### config.mk
export PLATFORM = sky130hd
export DESIGN_NAME = adjacent_block_swap_reorder
export DESIGN_NICKNAME = d
export VERILOG_FILES = /design/src/rtl/core/absr_pkg.sv /design/src/rtl/core/adjacent_block_swap_reorder.sv
export SDC_FILE = /design/constraint.sdc
export NUM_CORES = 2
export LEC_CHECK = 0
export BUFFER_PORTS_ARGS = -buffer_cell sky130_fd_sc_hd__buf_4
export CAP_MARGIN = 30
export CORE_ASPECT_RATIO = 0.7
export CORE_MARGIN = 4
export CORE_UTILIZATION = 50
export DETAILED_ROUTE_END_ITERATION = 16
export PLACE_DENSITY = 0.74
export REMOVE_ABC_BUFFERS = 1
export SYNTH_ARGS = -nofsm -noshare
export SYNTH_HDL_FRONTEND = slang
export SYNTH_SLANG_ARGS = --single-unit
export TNS_END_PERCENT = 1
### constraint.sdc
create_clock -name clk -period 11.2 [get_ports clk]
set_input_delay 1.12 -clock clk [delete_from_list [all_inputs] [get_ports clk]]
set_output_delay 1.12 -clock clk [all_outputs]
set_load 0.02 [all_outputs]
### src/rtl/core/absr_pkg.sv
// ----------------------------------------------------------------------------
// absr_pkg
// Shared types and constants for the adjacent block swap reorder block.
// ----------------------------------------------------------------------------
package absr_pkg;

	localparam int unsigned WORD_W = 32;
	localparam int unsigned CFG_W  = 6;

	typedef enum logic {
		ST_ACCEPT,
		ST_DRAIN
	} absr_state_t;

endpackage : absr_pkg

### src/rtl/core/adjacent_block_swap_reorder.sv
// ----------------------------------------------------------------------------
// adjacent_block_swap_reorder
// Buffers pairs of word blocks and replays each complete pair swapped.
// ----------------------------------------------------------------------------
// Usage:
//   Input words arrive on s_axis_*, with s_axis_tlast marking the final word
//   of a list. Words are written into a 2*MAX_BLOCK entry buffer memory until
//   2*block_size words are held, then the pair is read back second block
//   first. A last word that does not complete a pair flushes what is held in
//   arrival order. m_axis_tuser flags the final word of each burst,
//   m_axis_tlast the final word of the list.
//   cfg_* writes block_size (saturated to 1..MAX_BLOCK) and drops any partly
//   filled pair; write it only while the block is idle.
// Flow:
//   Each burst word is read from the buffer memory and then loaded into the
//   output register; a new buffer read goes out only when no read data is
//   waiting for the output register and that register is free or being taken.
//   s_axis_tready is low while a burst is being read from the memory, so no
//   new word is taken until the whole burst has been read out.
// Reset clears the fill count and output valid and sets block_size to 1.
// A stalled receiver holds the output register and pauses the buffer reads.
// ----------------------------------------------------------------------------
module adjacent_block_swap_reorder
	import absr_pkg::*;
#(
	parameter int unsigned MAX_BLOCK = 32
) (
	input  logic              clk,
	input  logic              arst_n,
	// configuration: block_size
	input  logic              cfg_valid,
	output logic              cfg_ready,
	input  logic [CFG_W-1:0]  cfg_data,   // [5:0] block_size
	// input stream
	input  logic              s_axis_tvalid,
	output logic              s_axis_tready,
	input  logic [WORD_W-1:0] s_axis_tdata,  // [31:0] word_in (signed)
	input  logic              s_axis_tlast,  // is_last
	// output stream
	output logic              m_axis_tvalid,
	input  logic              m_axis_tready,
	output logic [WORD_W-1:0] m_axis_tdata,  // [31:0] word_out (signed)
	output logic              m_axis_tuser,  // [0] run_end
	output logic              m_axis_tlast   // list_end
);

	localparam int unsigned DEPTH = 2 * MAX_BLOCK;
	localparam int unsigned AW    = (DEPTH > 1) ? $clog2(DEPTH) : 1;
	localparam int unsigned CW    = $clog2(DEPTH + 1);
	localparam int unsigned BW    = $clog2(MAX_BLOCK + 1);
	localparam int unsigned XW    = CFG_W + 1;

	absr_state_t state_q, state_d;

	logic [WORD_W-1:0] mem [DEPTH];
	logic [WORD_W-1:0] rd_data_s1;

	logic [BW-1:0] bs_q;
	logic [CW-1:0] fill_q;
	logic [CW-1:0] cnt_q;
	logic [CW-1:0] idx_q;
	logic          swap_q;
	logic          last_q;

	logic rd_vld_s1, run_end_s1, list_end_s1;
	logic out_valid_q, out_run_end_q, out_list_end_q;
	logic [WORD_W-1:0] out_data_q;

	logic [CW-1:0] bs_ext, pair_len, fill_inc, rd_idx;
	logic [AW-1:0] rd_addr;
	logic          in_req, pair_done, issue, issue_last, out_load;
	logic [BW-1:0] cfg_bs;

	assign bs_ext    = CW'(bs_q);
	assign pair_len  = CW'({bs_q, 1'b0});
	assign fill_inc  = fill_q + CW'(1);
	assign pair_done = (fill_inc == pair_len);
	assign in_req    = s_axis_tvalid & s_axis_tready;

	// clamp the written block size into 1..MAX_BLOCK
	always_comb begin
		if (cfg_data == '0) begin
			cfg_bs = BW'(1);
		end else if (XW'(cfg_data) > XW'(MAX_BLOCK)) begin
			cfg_bs = BW'(MAX_BLOCK);
		end else begin
			cfg_bs = BW'(cfg_data);
		end
	end

	// swapped order: second block (bs..2bs-1), then first block (0..bs-1)
	always_comb begin
		if (!swap_q) begin
			rd_idx = idx_q;
		end else if (idx_q < bs_ext) begin
			rd_idx = idx_q + bs_ext;
		end else begin
			rd_idx = idx_q - bs_ext;
		end
	end
	assign rd_addr = rd_idx[AW-1:0];

	// next state
	always_comb begin
		state_d = state_q;
		case (state_q)
			ST_ACCEPT: begin
				if (in_req && (pair_done || s_axis_tlast)) state_d = ST_DRAIN;
			end
			ST_DRAIN: begin
				if (issue && issue_last) state_d = ST_ACCEPT;
			end
			default: state_d = ST_ACCEPT;
		endcase
	end

	// outputs; a read goes out only when the output register will be free
	// for its data, so one read is in flight at most
	always_comb begin
		s_axis_tready = 1'b0;
		issue         = 1'b0;
		case (state_q)
			ST_ACCEPT: s_axis_tready = 1'b1;
			ST_DRAIN:  issue = !rd_vld_s1 && (!out_valid_q || m_axis_tready);
			default: begin
				s_axis_tready = 1'b0;
				issue         = 1'b0;
			end
		endcase
	end

	assign issue_last = (idx_q == cnt_q - CW'(1));
	assign out_load   = rd_vld_s1;
	assign cfg_ready  = 1'b1;

	always_ff @(posedge clk or negedge arst_n) begin
		if (!arst_n) begin
			state_q <= ST_ACCEPT;
		end else begin
			state_q <= state_d;
		end
	end

	// buffer memory: writes only while accepting, reads only while draining
	always_ff @(posedge clk) begin
		if (in_req) begin
			mem[fill_q[AW-1:0]] <= s_axis_tdata;
		end
		if (issue) begin
			rd_data_s1 <= mem[rd_addr];
		end
	end

	always_ff @(posedge clk or negedge arst_n) begin
		if (!arst_n) begin
			bs_q   <= BW'(1);
			fill_q <= '0;
			cnt_q  <= '0;
			idx_q  <= '0;
			swap_q <= 1'b0;
			last_q <= 1'b0;
		end else begin
			if (cfg_valid && cfg_ready) begin
				bs_q   <= cfg_bs;
				fill_q <= '0;
			end else if (in_req) begin
				last_q <= s_axis_tlast;
				idx_q  <= '0;
				if (pair_done) begin
					cnt_q  <= pair_len;
					swap_q <= 1'b1;
					fill_q <= '0;
				end else if (s_axis_tlast) begin
					cnt_q  <= fill_inc;
					swap_q <= 1'b0;
					fill_q <= '0;
				end else begin
					fill_q <= fill_inc;
				end
			end else if (issue) begin
				idx_q <= idx_q + CW'(1);
			end
		end
	end

	always_ff @(posedge clk or negedge arst_n) begin
		if (!arst_n) begin
			rd_vld_s1   <= 1'b0;
			run_end_s1  <= 1'b0;
			list_end_s1 <= 1'b0;
		end else begin
			rd_vld_s1   <= issue;
			run_end_s1  <= issue_last;
			list_end_s1 <= issue_last & last_q;
		end
	end

	always_ff @(posedge clk or negedge arst_n) begin
		if (!arst_n) begin
			out_valid_q <= 1'b0;
		end else if (out_load) begin
			out_valid_q <= 1'b1;
		end else if (m_axis_tready) begin
			out_valid_q <= 1'b0;
		end
	end

	always_ff @(posedge clk) begin
		if (out_load) begin
			out_data_q     <= rd_data_s1;
			out_run_end_q  <= run_end_s1;
			out_list_end_q <= list_end_s1;
		end
	end

	assign m_axis_tvalid = out_valid_q;
	assign m_axis_tdata  = out_data_q;
	assign m_axis_tuser  = out_run_end_q;
	assign m_axis_tlast  = out_list_end_q;

	// read data must never land on a word the receiver has not taken
	a_no_overrun: assert property (@(posedge clk) disable iff (!arst_n)
		rd_vld_s1 |-> (!out_valid_q || m_axis_tready))
		else $error("buffer read overran output register");

	// no buffer read past the end of the burst
	a_idx_range: assert property (@(posedge clk) disable iff (!arst_n)
		issue |-> (idx_q < cnt_q))
		else $error("read index beyond burst length");

	// a partly filled pair never reaches the full pair length
	a_fill_range: assert property (@(posedge clk) disable iff (!arst_n)
		(state_q == ST_ACCEPT) |-> (fill_q < pair_len))
		else $error("fill count out of range");

	// last word of a burst is flagged on the word that ends the read sequence
	a_run_end: assert property (@(posedge clk) disable iff (!arst_n)
		(issue && issue_last) |=> (rd_vld_s1 && run_end_s1))
		else $error("burst end flag lost");

endmodule : adjacent_block_swap_reorder
==> impl_metrics.tcl <==
set metrics [dict create \
    post-cts-setup-buffers 0 \
    run_status "complete, no violations" \
    drtPass1Iterations 9 \
    cts_resized 0 \
    timing.fmax_mhz 160 \
    crit_type "flip-flop to flip-flop" \
    die_h_microns 351 \
    grtUsageTotal 0.268 \
    relSlewSlack 0.277 \
    gp_congestion 0.838 \
    drcViolationCount 0 \
    clockRootBuffer "clkbuf_16" \
    layout_commonest_cell "edfxtp_1" \
    report.final.setup_viol 0 \
    rows 125 \
    worstPathArrival_ns 6.94 \
    hold_viol 0 \
    routedWlPerCell_microns 30.0 \
    critPathBufInv 3 \
    cp_cell_sequence "ha_1 > o21a_1 > o31ai_1 > a21oi_1 > mux2i_1 > fa_1 > xnor2_2 > a21o_4 > buf_4 > buf_4 > buf_16 > nand2_1 > and3_1 > a311oi_1 > a31oi_1 > nand4_1 > mux2_2" \
    yosysSeqAreaShare 0.767 \
    power.density_nw_per_um2 239 \
    synthesis.area_sq_um 83900 \
    rsz0062_at_grt "no" \
    clock_sinks 2148 \
    min_period_ns 6.26 \
    ys.flop_type "edfxtp_1" \
    crit_slowest_cell "a21o_4" \
    cp_top_family "compound AO/OA/AOI/OAI gates" \
    die_width_microns 498 \
    instances_no_fill 7914 \
    numCtsBuffers 183 \
    place_inst 7585 \
    drv_cap 0 \
    synth_edf_count 2114 \
    worst_slew_pin_slew_ns 1.08 \
    cts_tree "yes" \
    viasPerCell 6.50 \
    yosysWarnings 0 \
    dpl.hpwl_mm 124 \
    pin_count 81 \
    core_sq_um 166000 \
    final_antenna_net_count 0 \
    utilization 0.560 \
    grt_pass1_vias 49116 \
    p_leak_nw 30.7 \
    layout_common_cells "2114 x edfxtp_1, 1318 x nand2_1, 331 x mux2i_1, 304 x nand3_1, 288 x a32oi_1" \
    cpPeakStageDelay_ns 0.74 \
    insertion_delay_ns 0.81 \
    critPathMaxFanout 90 \
    numPortBuffers 79 \
    clk_path_buf_depth 3 \
    end_kind "flip-flop" \
    clk_pin_slew_ns 0.07 \
    dieArea_sq_um 175000 \
    n_fill_cell 12545 \
    postSynthCellCount 5495 \
    gr-total-overflow 0 \
    yosysUniqueCellTypes 78 \
    initial_core_util 0.504 \
    grt_first_pass_wirelength_mm 341 \
    routed-via-count 51459 \
    power.total_mw 22.3 \
    worst_path_most_repeated_cell "buf_4" \
    htreeDepth 4 \
    ir_worst_vdd_mv 0.294 \
    synth_async_sr_flop_share 0.0158 \
    skew_ns 0.0245 \
    ys_ff_latch 2148 \
    cp-start-kind "flip-flop" \
    grt_max_degree 158 \
    finalCritPeriodShare 0.559 \
    nets 5609 \
    drtIter0Drc 8522 \
    cts_hold_buffers 0 \
    syn_area_per_cell_sq_um 15.3 \
    routed_wirelength_mm 238 \
    syn_to_final_growth_pct 11.0 \
    maxSlewViolCount 0 \
    hold_class "input port to async pin" \
    antenna_found_initial 11 \
    required_ns 11.88 \
    drive_gt1_frac 0.107 \
    fin_setup_tns_ns 0 \
]
synth_stat cells, drive strengths merged (24+ instances only):
library cell / instances / area, sq um
a32oi: 288 / 2520
inv: 24 / 90.1
buf: 217 / 1120
nor2: 100 / 378
clkbuf: 123 / 462
nand4: 96 / 601
mux4: 44 / 991
mux2i: 331 / 3310
a21oi: 48 / 252
edfxtp: 2114 / 63500
a311oi: 25 / 219
o21ai: 31 / 155
nand2: 1320 / 4960
a31oi: 93 / 582
dfrtp: 33 / 826
nand3: 305 / 1530
and3: 86 / 538
worst paths after layout:
path                                 from  depth (start not counted)          endpoint  slack (ns)
min in group clk           rd_data_s1[22]                          0  m_axis_tdata[22]        0.42
hold / removal                     arst_n                          1           bs_q[3]        0.27
hold reg to reg            rd_data_s1[22]                          0  m_axis_tdata[22]        0.42
max in group asynchronous          arst_n                          1           bs_q[0]       10.58
setup / recovery                 idx_q[2]                         17    rd_data_s1[12]        4.94
setup reg to reg                 idx_q[2]                         17    rd_data_s1[12]        4.94
layer usage:
| layer | vias to the layer above | global-route usage | part of all wire |
|---|---|---|---|
| met1 | 25692 | 0.389 | 0.38 |
| met2 | 3986 | 0.390 | 0.43 |
| li1 | 21186 | - | - |
| met3 | 583 | 0.0734 | 0.15 |
| met5 | - | 0 | 0.00035 |
| met4 | 12 | 0.0970 | 0.037 |
report_power, final:
part,internal [mW],switching (mW),total (mW)
logic,2.12,4.82,6.94
registers,9.09,0.145,9.23
clock network,3.26,2.83,6.09
layout make-up:
type / instances / area [sq um] / share of cell area
Multi-Input combinational cell: 2982 / 18600 / 0.200
Tap cell: 2222 / 2780 / 0.0298
Inverter: 25 / 93.8 / 0.00101
Timing Repair Buffer: 210 / 1800 / 0.0193
Clock inverter: 101 / 746 / 0.00800
Sequential cell: 2148 / 64300 / 0.691
Antenna cell: 2 / 5.00 / 0.0000537
Clock buffer: 224 / 4820 / 0.0517
per-stage QoR:
| stage | setup slack (ns) | hold WS, ns | area (sq um) |
|---|---|---|---|
| floorplan | -19.80 | 0.400 | 82300 |
| global placement | 4.94 | 0.401 | 87400 |
| detailed placement | 4.74 | 0.409 | 87600 |
| CTS | 4.69 | 0.233 | 93100 |
| global route | 4.76 | 0.278 | 93200 |
| finish | 4.94 | 0.269 | 93200 |
cells by family (layout without fill, tap and decap cells):
family,count (synthesis),in the layout,synth area share
AOI/OAI and AO/OA,587,587,0.0546
xor gates and xnor gates,29,29,0.00383
adders and majority gates,15,15,0.00233
buffers and inverters,365,560,0.0200
DFF,2148,2148,0.767
muxes,386,386,0.0528
other,1,3,0.0000447
and+or+nand+nor,1964,1964,0.0998
registers in the layout, indices dropped and copies added (netlist names), 6 cells and up:
signal and flops:
bs_q 6, cnt_q 7, fill_q 7, idx_q 7, m_axis_tdata 32, mem 2048
rd_data_s1 32
(Power assumes the default switching activity.)
